File: src/hw/rtl/fnvh_pkg.sv
// Shared constants and types for the word FNV content hash.
`timescale 1ns / 1ps

package fnvh_pkg;

    localparam int unsigned HashW = 64;

    // Offset seed of the running hash.
    localparam logic [HashW-1:0] HASH_SEED = 64'hcbf2_9ce4_8422_2325;

    // Prime 0x100000001b3 = 2^40 + 0x1b3: one shift plus a narrow product.
    localparam int unsigned     PRIME_SHIFT = 40;
    localparam logic [8:0]      PRIME_LOW   = 9'h1b3;

    localparam int unsigned WORD_SHIFT  = 29;
    localparam int unsigned FINAL_SHIFT = 31;

    // Post-multiply xorshift applied by the mix unit.
    typedef enum logic [1:0] {
        SH_NONE  = 2'd0,
        SH_WORD  = 2'd1,
        SH_FINAL = 2'd2
    } t_shift_sel;

    typedef struct packed {
        logic [HashW-1:0] operand;
        t_shift_sel       shift;
    } t_mix_req;

endpackage

File: src/hw/rtl/fnvh_mix.sv
// Shared mix unit: xor, multiply by the FNV prime, optional xorshift.
`timescale 1ns / 1ps

module fnvh_mix
    import fnvh_pkg::*;
(
    input  logic [HashW-1:0] i_hash,
    input  t_mix_req         i_req,
    output logic [HashW-1:0] o_hash
);

    logic [HashW-1:0]   mixed;
    logic [HashW+8:0]   low_prod;
    logic [HashW-1:0]   prod;

    assign mixed    = i_hash ^ i_req.operand;
    // Low 64 bits of mixed * (2^40 + 0x1b3).
    assign low_prod = mixed * PRIME_LOW;
    assign prod     = (mixed << PRIME_SHIFT) + low_prod[HashW-1:0];

    always_comb begin
        unique case (i_req.shift)
            SH_NONE:  o_hash = prod;
            SH_WORD:  o_hash = prod ^ (prod >> WORD_SHIFT);
            SH_FINAL: o_hash = prod ^ (prod >> FINAL_SHIFT);
            default:  o_hash = prod;
        endcase
    end

endmodule

File: src/hw/rtl/word_fnv_content_hash.sv
// Top level of the word FNV content hash: sequencer, state and result register.
//
//  channel | direction | handshake                  | payload
//  --------+-----------+----------------------------+------------------------------------
//  in      | into      | i_in_valid / o_in_stall    | i_data_word, i_valid_bytes, i_last_item
//  out     | out of    | o_out_valid / i_out_stall  | o_hash_out
//
// After acceptance, a full word is mixed whole in the mix step, while a short word is
// mixed byte by byte, even a zero-byte word passing through the mix step; the single
// shared mix unit sets this. A last transaction adds a finalisation step, which waits
// while the result register is still held by a stalled earlier result.
// Reset is synchronous, active low; it seeds the hash and clears the byte total.
// The input stalls whenever the sequencer is not idle; a waiting result never blocks
// new transactions until the next finalisation needs the register.
`timescale 1ns / 1ps

module word_fnv_content_hash
    import fnvh_pkg::*;
(
    input  logic             i_clk,
    input  logic             i_rst_n,
    input  logic             i_in_valid,
    output logic             o_in_stall,
    input  logic [63:0]      i_data_word,
    input  logic [3:0]       i_valid_bytes,
    input  logic             i_last_item,
    output logic             o_out_valid,
    input  logic             i_out_stall,
    output logic [63:0]      o_hash_out
);

    typedef enum logic [2:0] {
        S_IDLE  = 3'b001,
        S_MIX   = 3'b010,
        S_FINAL = 3'b100
    } t_state;

    t_state           r_state, n_state;
    logic [63:0]      r_hash, n_hash;
    logic [63:0]      r_total, n_total;
    logic [63:0]      r_word, n_word;     // shifts down a byte per byte step
    logic [3:0]       r_left, n_left;     // bytes still to mix (short word)
    logic             r_full, n_full;
    logic             r_last, n_last;
    logic             r_out_valid, n_out_valid;
    logic [63:0]      r_hash_out, n_hash_out;

    logic             in_acc;
    logic             res_free;           // result register can take a new value
    t_mix_req         mix_req;
    logic [63:0]      mix_hash;

    assign in_acc   = i_in_valid && !o_in_stall;
    assign res_free = !r_out_valid || !i_out_stall;

    assign o_in_stall  = (r_state != S_IDLE);
    assign o_out_valid = r_out_valid;
    assign o_hash_out  = r_hash_out;

    // Operand and shift for the shared unit, by sequencer step.
    always_comb begin
        mix_req.operand = r_total;
        mix_req.shift   = SH_FINAL;
        if (r_state == S_MIX) begin
            if (r_full) begin
                mix_req.operand = r_word;
                mix_req.shift   = SH_WORD;
            end else begin
                mix_req.operand = {56'd0, r_word[7:0]};
                mix_req.shift   = SH_NONE;
            end
        end
    end

    fnvh_mix u_mix (
        .i_hash (r_hash),
        .i_req  (mix_req),
        .o_hash (mix_hash)
    );

    always_comb begin
        n_state     = r_state;
        n_hash      = r_hash;
        n_total     = r_total;
        n_word      = r_word;
        n_left      = r_left;
        n_full      = r_full;
        n_last      = r_last;
        n_out_valid = r_out_valid;
        n_hash_out  = r_hash_out;

        if (r_out_valid && !i_out_stall) begin
            n_out_valid = 1'b0;
        end

        unique case (r_state)
            S_IDLE: begin
                if (in_acc) begin
                    // counts above eight saturate to a full word
                    n_full  = i_valid_bytes[3];
                    n_left  = i_valid_bytes[3] ? 4'd8 : {1'b0, i_valid_bytes[2:0]};
                    n_word  = i_data_word;
                    n_last  = i_last_item;
                    n_total = r_total + {60'd0, n_left};
                    n_state = S_MIX;
                end
            end
            S_MIX: begin
                if (r_full) begin
                    n_hash  = mix_hash;
                    n_state = r_last ? S_FINAL : S_IDLE;
                end else if (r_left == 4'd0) begin
                    n_state = r_last ? S_FINAL : S_IDLE;
                end else begin
                    n_hash = mix_hash;
                    n_word = r_word >> 8;
                    n_left = r_left - 4'd1;
                    if (r_left == 4'd1) begin
                        n_state = r_last ? S_FINAL : S_IDLE;
                    end
                end
            end
            S_FINAL: begin
                if (res_free) begin
                    n_hash_out  = mix_hash;
                    n_out_valid = 1'b1;
                    n_hash      = HASH_SEED;
                    n_total     = 64'd0;
                    n_state     = S_IDLE;
                end
            end
            default: n_state = S_IDLE;
        endcase
    end

    always_ff @(posedge i_clk) begin
        if (!i_rst_n) begin
            r_state     <= S_IDLE;
            r_hash      <= HASH_SEED;
            r_total     <= 64'd0;
            r_out_valid <= 1'b0;
            r_left      <= 4'd0;
            r_full      <= 1'b0;
            r_last      <= 1'b0;
        end else begin
            r_state     <= n_state;
            r_hash      <= n_hash;
            r_total     <= n_total;
            r_out_valid <= n_out_valid;
            r_left      <= n_left;
            r_full      <= n_full;
            r_last      <= n_last;
        end
    end

    always_ff @(posedge i_clk) begin
        r_word     <= n_word;
        r_hash_out <= n_hash_out;
    end

    // An accepted transaction always goes to the mix step.
    a_acc_to_mix: assert property (@(posedge i_clk) disable iff (!i_rst_n)
        in_acc |=> (r_state == S_MIX))
        else $error("accepted transaction did not enter mix step");

    // A held result is never overwritten by finalisation.
    a_final_waits: assert property (@(posedge i_clk) disable iff (!i_rst_n)
        (r_state == S_FINAL) && r_out_valid && i_out_stall |=> (r_state == S_FINAL))
        else $error("finalisation left while result register busy");

    // Emitting a result reseeds the hash and clears the byte total.
    a_reseed: assert property (@(posedge i_clk) disable iff (!i_rst_n)
        (r_state == S_FINAL) && res_free |=> (r_hash == HASH_SEED) && (r_total == 64'd0))
        else $error("state not reseeded after result");

    // The byte countdown never exceeds a word.
    a_left_range: assert property (@(posedge i_clk) disable iff (!i_rst_n)
        (r_state == S_MIX) |-> (r_left <= 4'd8))
        else $error("byte countdown out of range");

endmodule

File: config.mk
export PLATFORM = sky130hd
export DESIGN_NAME = word_fnv_content_hash
export DESIGN_NICKNAME = d
export VERILOG_FILES = /design/src/hw/rtl/fnvh_pkg.sv /design/src/hw/rtl/fnvh_mix.sv /design/src/hw/rtl/word_fnv_content_hash.sv
export SDC_FILE = /design/constraint.sdc
export NUM_CORES = 1
export LEC_CHECK = 0
export ABC_AREA = 0
export BUFFER_PORTS_ARGS = -buffer_cell sky130_fd_sc_hd__buf_2
export CAP_MARGIN = 40
export CORE_ASPECT_RATIO = 1.75
export CORE_MARGIN = 5
export CORE_UTILIZATION = 35
export DETAILED_ROUTE_END_ITERATION = 10
export HOLD_SLACK_MARGIN = 0.05
export SKIP_LAST_GASP = 1
export SYNTH_ARGS = -nofsm -noshare
export SYNTH_HDL_FRONTEND = slang
export SYNTH_HIERARCHICAL = 1
export SYNTH_SLANG_ARGS = --single-unit
File: constraint.sdc
create_clock -name i_clk -period 6.9 [get_ports i_clk]
set_input_delay 0.345 -clock i_clk [delete_from_list [all_inputs] [get_ports i_clk]]
set_output_delay 0.345 -clock i_clk [all_outputs]
set_load 0.02 [all_outputs]
==> results of run 1 <==
[layer usage]
metal  track usage (%)  routed length (µm)
met5                 0                   0
met4              18.5                9730
met3              1.95                3670
met2              46.1               52900
met1              25.3               35800
[synthesized netlist by cell type (45+ instances only)]
library cell	instances	area [µm²]
a21o_1	45	338
fa_1	227	4540
a21oi_1	165	826
ha_1	190	2380
xor2_1	129	1130
dfxtp_1	138	2760
edfxtp_1	128	3840
nor2_1	126	473
o21ai_0	98	490
nand2_1	451	1690
inv_1	455	1710
nor3_1	47	235
clkbuf_1	106	398
nand3_1	132	661
xnor2_1	83	727
[worst max-delay path, delay by kind of cell, from the launching register on]
kind / cells / cell delay (ps)
fa+ha+maj: 6 / 2320
buf+inv: 11 / 1550
simple gates: 6 / 1160
compound gates: 7 / 1010
xor+xnor: 2 / 400
flops: 1 / 330
mux: 1 / 320
[cell type report]
type / instances / area (µm²) / area share (%)
multi-input combinational: 2121 / 19500 / 53.1
timing repair buffer: 857 / 6660 / 18.2
sequential: 266 / 6610 / 18.0
inverter: 458 / 1740 / 4.75
tap: 931 / 1160 / 3.18
clock buffer: 37 / 798 / 2.18
clock inverter: 19 / 216 / 0.590
[state kept, by name, indices dropped and copies added (netlist names)]
| register | count |
|---|---|
| r_hash | 64 |
| r_left | 4 |
| r_full | 1 |
| o_out_valid | 1 |
| r_state | 3 |
| r_word | 64 |
| r_last | 1 |
| o_hash_out | 64 |
| r_total | 64 |
[cell families after synthesis]
| group | Yosys count | share of synthesized area (%) |
|---|---|---|
| adders and majority gates | 417 | 26.9 |
| AOI/OAI and AO/OA | 474 | 11.7 |
| xor gates and xnor gates | 213 | 7.29 |
| and+or+nand+nor | 945 | 16.9 |
| DFF | 266 | 25.6 |
| buffers and inverters | 583 | 8.55 |
| muxes | 72 | 3.03 |
[worst min path at each step]
| stage | startpoint | to | slack, ps | cells after the start |
|---|---|---|---|---|
| after floorplan | r_total[63] | r_total[63] | 450 | 2 |
| after global placement | r_hash[46] | r_hash[46] | 460 | 2 |
| after detailed placement | r_hash[48] | r_hash[48] | 470 | 2 |
| after CTS | i_data_word[47] | r_word[47] | 50 | 3 |
| after global routing | i_data_word[10] | r_word[10] | 80 | 3 |
| final | i_data_word[10] | r_word[10] | 80 | 3 |
[repair_timing]
item / in CTS / in global routing
setup buffers: 61 / 31
pin swaps: 226 / 109
endpoints found under the setup margin: 91 / 88
cloned: 4 / 0
gates resized for setup: 339 / 139
hold buffers: 53 / 0
endpoints found under the hold margin: 53 / 0
[metrics by stage]
| stage | worst slack (ps) | hold WS, ps | setup TNS [ps] | cell area [µm²] |
|---|---|---|---|---|
| floorplan | 1.92 | 452 | 0 | 26000 |
| global placement | -948 | 465 | -37280 | 31700 |
| detailed placement | -1030 | 473 | -41060 | 31800 |
| CTS | -252 | 50.7 | -8170 | 35800 |
| global route | -630 | 81.1 | -31000 | 36700 |
| finish | -352 | 80.6 | -11990 | 36700 |
[cells in the final DEF, fill, tap and decap left out, types with 31 or more instances in the layout]
master,netlist,final
a21o_1,45,45
a21oi_1,165,140
buf_2,3,139
buf_4,1,609
buf_6,1,33
clkbuf_16,0,31
dfxtp_1,138,134
dlygate4sd3_1,0,53
edfxtp_1,128,128
fa_1,227,204
ha_1,190,100
ha_4,0,81
inv_1,455,415
inv_2,1,33
mux2i_1,42,41
nand2_1,451,396
nand2_2,0,39
nand3_1,132,125
nand4_1,40,40
nor2_1,126,122
nor3_1,47,45
o21ai_0,98,78
or4_1,33,32
xnor2_1,83,69
xor2_1,129,82
xor2_2,0,37
==> impl_metrics.ini, run 1 <==
[worst_setup_path]
crit_top_cell = buf_4
arrival_ps = 7720
cp-start-kind = flip-flop
cp-end-kind = flip-flop
critPathMaxFanout = 5
slowest_delay_ps = 590
regToRegStartpoint = r_state[0]
cp-startpoint = r_state[0]
cp_slowest_cell = fa_1
crit_required_ps = 7360
worstRegToRegCells = 33
reg2reg_slack_ps = -350
critPathKind = reg -> reg
crit_end = r_hash[24]
r2r_end = r_hash[24]

[clocking]
htreeDepth = 1
cts.sinks = 266
insertion_delay_ps = 610
cts_tree = yes
clk_path_buf_depth = 3
numCtsBuffers = 30
path_clk_slew_ps = 70
cts_root_buffer = clkbuf_16

[route]
vias = 24300
antenna_left = 0
wl_per_cell_um = 21.8
drc = 0
drt-total-wl_um = 102000
drt-initial-drc-count = 1386
drt-vias-per-instance = 5.17
first_pass_iters = 7

[global_route]
grt_max_degree = 65
track_usage_pct = 24.6
grt_overflow_total = 0
grt_pass1_wl_um = 149000
grt_pass1_vias = 25100
antenna_found_initial = 0

[placed_design]
dp_cells = 4490
portBuffers = 138
hpwl_um = 81600
routabilityCongestion = 0.951

[floorplan]
rows = 131
die_w_um = 215
coreArea_um2 = 72900
die_y_um = 369
ios = 139
dieArea_um2 = 79400
initial_core_util_pct = 35.3

[run_status]
status = finished with violations
violations = setup timing

[yosys]
synth_ff_type = dfxtp_1
postSynthCellCount = 2970
synth-edff-count = 128
synth_nets = 3460
synth.yosys.seq_area_share_pct = 25.6
yosysWarnings = 6
syn_area_um2 = 25800
ys_ff_latch = 266
postSynth.asyncResetShare_pct = 0
postSynthAreaPerCell_um2 = 8.68
synth_cell_type_count = 81

[cells_and_area]
fill_cells = 6749
num-nets-final = 4224
fin_cells = 4689
syn2layout_area_growth_pct = 42.3
diodes = 0
post_route_cells_drive_above_1_share_pct = 33.7
fin_util_pct = 50.3

[sta]
slew_headroom_pct = 37.4
timing.final.ws_setup_ps = -352
finClkSkew_ps = 21.5
worst_slew_pin_slew_ps = 933
hold_violations = 0
final.min_clock_period_ps = 7250
grt_setup_unrepaired = yes
fmax_mhz = 138
setup_viol = 66
period_share_pct = 105
maxSlewViolCount = 0

[worst_hold_path]
hold_path.class = in -> reg

[job]
drv_cap = 0
Power of run 1 is left out: the tool's default activity adds up to more than one toggle a clock period on the data nets, which glitch-free logic cannot reach.
==> run 2, diff against run 1 <==
CORE_MARGIN = unset   (was 5)
SYNTH_HIERARCHICAL = unset   (was 1)
==> run 2 against run 1 <==
The flow still finishes with violations (setup timing). Design area shrank 4.0%. Die area is 11% lower. Non-clock buffer count fell by 14. Clock skew down 5.3 ps. Sequential cell count unchanged. Fmax grew 4.1%. Final cell count shrank 6.8%. Worst setup slack gained 280 ps. Clock-buffer cell count is 4 lower.
==> impl_metrics.ini, run 2 <==
[run_status]
status = finished with violations
violations = setup timing

[route]
antenna_left = 0
drt-vias-per-instance = 4.97
wl_met2_um = 49400
drc = 0
top_layer = met5
wl_per_cell_um = 21.5
route.met3.wl_um = 3540
wl_met1_um = 33100
first_pass_iters = 5
drt-total-wl_um = 94000
drt-initial-drc-count = 984
vias = 21700

[worst_setup_path]
cp-startpoint = r_state[2]
regToRegStartpoint = r_state[2]
r2r_end = o_hash_out[29]
critPathMaxFanout = 6
path_buf_inv = 10
cp_slowest_cell = fa_2
cp-end-kind = flip-flop
reg2reg_slack_ps = -70
worstRegToRegCells = 30
crit_top_cell = buf_6
critPathKind = reg -> reg
slowest_delay_ps = 610
critPathTopFamily = adder cells
arrival_ps = 7300
cp-start-kind = flip-flop
crit_required_ps = 7240

[cells_and_area]
post_route_cells_drive_above_1_share_pct = 34.9
final_common_cell = buf_4
syn2layout_area_growth_pct = 44.7
fill_cells = 6318
final_area_um2 = 35200
fin_util_pct = 51.3
final_cell_mix = buf_4, inv_1, nand2_1
num-nets-final = 3930
fin_cells = 4370

[worst_hold_path]
hold_path.class = in -> reg
min-delay-start = i_data_word[35]
whs_path_depth = 3
whs_endpoint = r_word[35]

[yosys]
syn_area_um2 = 24300
postSynth.asyncResetShare_pct = 0
ys_ff_latch = 266
synth-edff-count = 128
postSynthAreaPerCell_um2 = 9.16
synth_top_cell_area_share_pct = 18.6
ys_top_cells_by_area = fa_1, edfxtp_1, dfxtp_1, ha_1, xnor2_1
synth_common_cells = inv_1, nand2_1, fa_1
post-synth-top-count-cell = inv_1
synth_ff_type = dfxtp_1
yosysWarnings = 0
synth_nets = 3146
synth_cell_type_count = 78
postSynthCellCount = 2659
yosysTopAreaCell = fa_1
synth.yosys.seq_area_share_pct = 27.1

[global_route]
grt_overflow_total = 0
antenna_found_initial = 3
grt_pass1_vias = 22800
grt_max_degree = 73
grt_pass1_wl_um = 136000
track_usage_pct = 26.0

[job]
drv_cap = 0

[placed_design]
portBuffers = 138
placed_area_um2 = 30200
dp_cells = 4175
routabilityCongestion = 1.01
hpwl_um = 76700

[floorplan]
coreArea_um2 = 68600
dieArea_um2 = 70700
die_y_um = 351
ios = 139
die_w_um = 201
initial_core_util_pct = 35.5
rows = 127

[sta]
finClkSkew_ps = 16.2
timing.final.ws_setup_ps = -67.9
final.min_clock_period_ps = 6970
hold_violations = 0
maxSlewViolCount = 0
worst_slew_pin_slew_ps = 909
grt_setup_unrepaired = yes
finalSetupTns_ps = -241
slew_headroom_pct = 39.4
period_share_pct = 101
setup_viol = 5
fmax_mhz = 144

[clocking]
cts_tree = yes
numCtsBuffers = 29
path_clk_slew_ps = 70
htreeDepth = 1
insertion_delay_ps = 600
cts.sinks = 266
cts_root_buffer = clkbuf_16
clk_path_buf_depth = 3
-- run 2: per-stage QoR --
stage	worst slack, ps	hold slack [ps]
2_1_floorplan	12.5	437
3_3_place_gp	-1210	452
3_5_place_dp	-1230	465
4_1_cts	-52.4	51.6
5_1_grt	-252	62.2
6_report	-67.9	61.8
-- run 2: tightest hold or removal path, stage by stage --
cell and delay (ps):
buf_2 80, nand2_1 40, nand2_1 70
-- run 2: cell families (layout without fill, tap and decap cells) --
logic type / Yosys count / count (layout) / share of synthesized area (%)
xor gates and xnor gates: 308 / 308 / 11.3
AOI/OAI and AO/OA: 435 / 435 / 11.5
muxes: 16 / 16 / 0.658
adders and majority gates: 414 / 414 / 28.2
DFF: 266 / 266 / 27.1
and+or+nand+nor: 715 / 715 / 13.4
buffers and inverters: 505 / 1312 / 7.81
other: 0 / 1 / 0
-- run 2: area by class of cell --
| class | count | area (µm²) | share of cell area (%) |
|---|---|---|---|
| antenna | 1 | 2.50 | 0.00711 |
| clock buffer | 33 | 741 | 2.10 |
| clock inverter | 21 | 270 | 0.767 |
| inverter | 415 | 1560 | 4.43 |
| multi-input combinational | 1888 | 18200 | 51.5 |
| sequential | 266 | 6610 | 18.8 |
| tap | 903 | 1130 | 3.21 |
| timing repair buffer | 843 | 6750 | 19.2 |
-- run 2: timing repair --
item                       4_1_cts  5_1_grt
hold endpoints to repair        55        0
buffers inserted                32       57
pin swaps                       54      164
hold buffers                    56        0
cloned                           7        2
setup endpoints to repair      102       93
gates resized for setup        203      310
-- run 2: how the worst max path moves through the flow --
stage / to / cells past startpoint
5_1_grt: o_hash_out[29] / 33
2_1_floorplan: o_hash_out[32] / 29
3_5_place_dp: o_hash_out[29] / 29
6_report: o_hash_out[29] / 30
4_1_cts: o_hash_out[31] / 29
3_3_place_gp: o_hash_out[29] / 29
-- run 2: layer usage --
metal,vias up,GRT usage [%]
met3,271,2.71
met2,590,49.6
met4,4,18.6
met5,-,0
met1,10600,26.1
li1,10300,-
Power of run 2 is left out for the same reason.
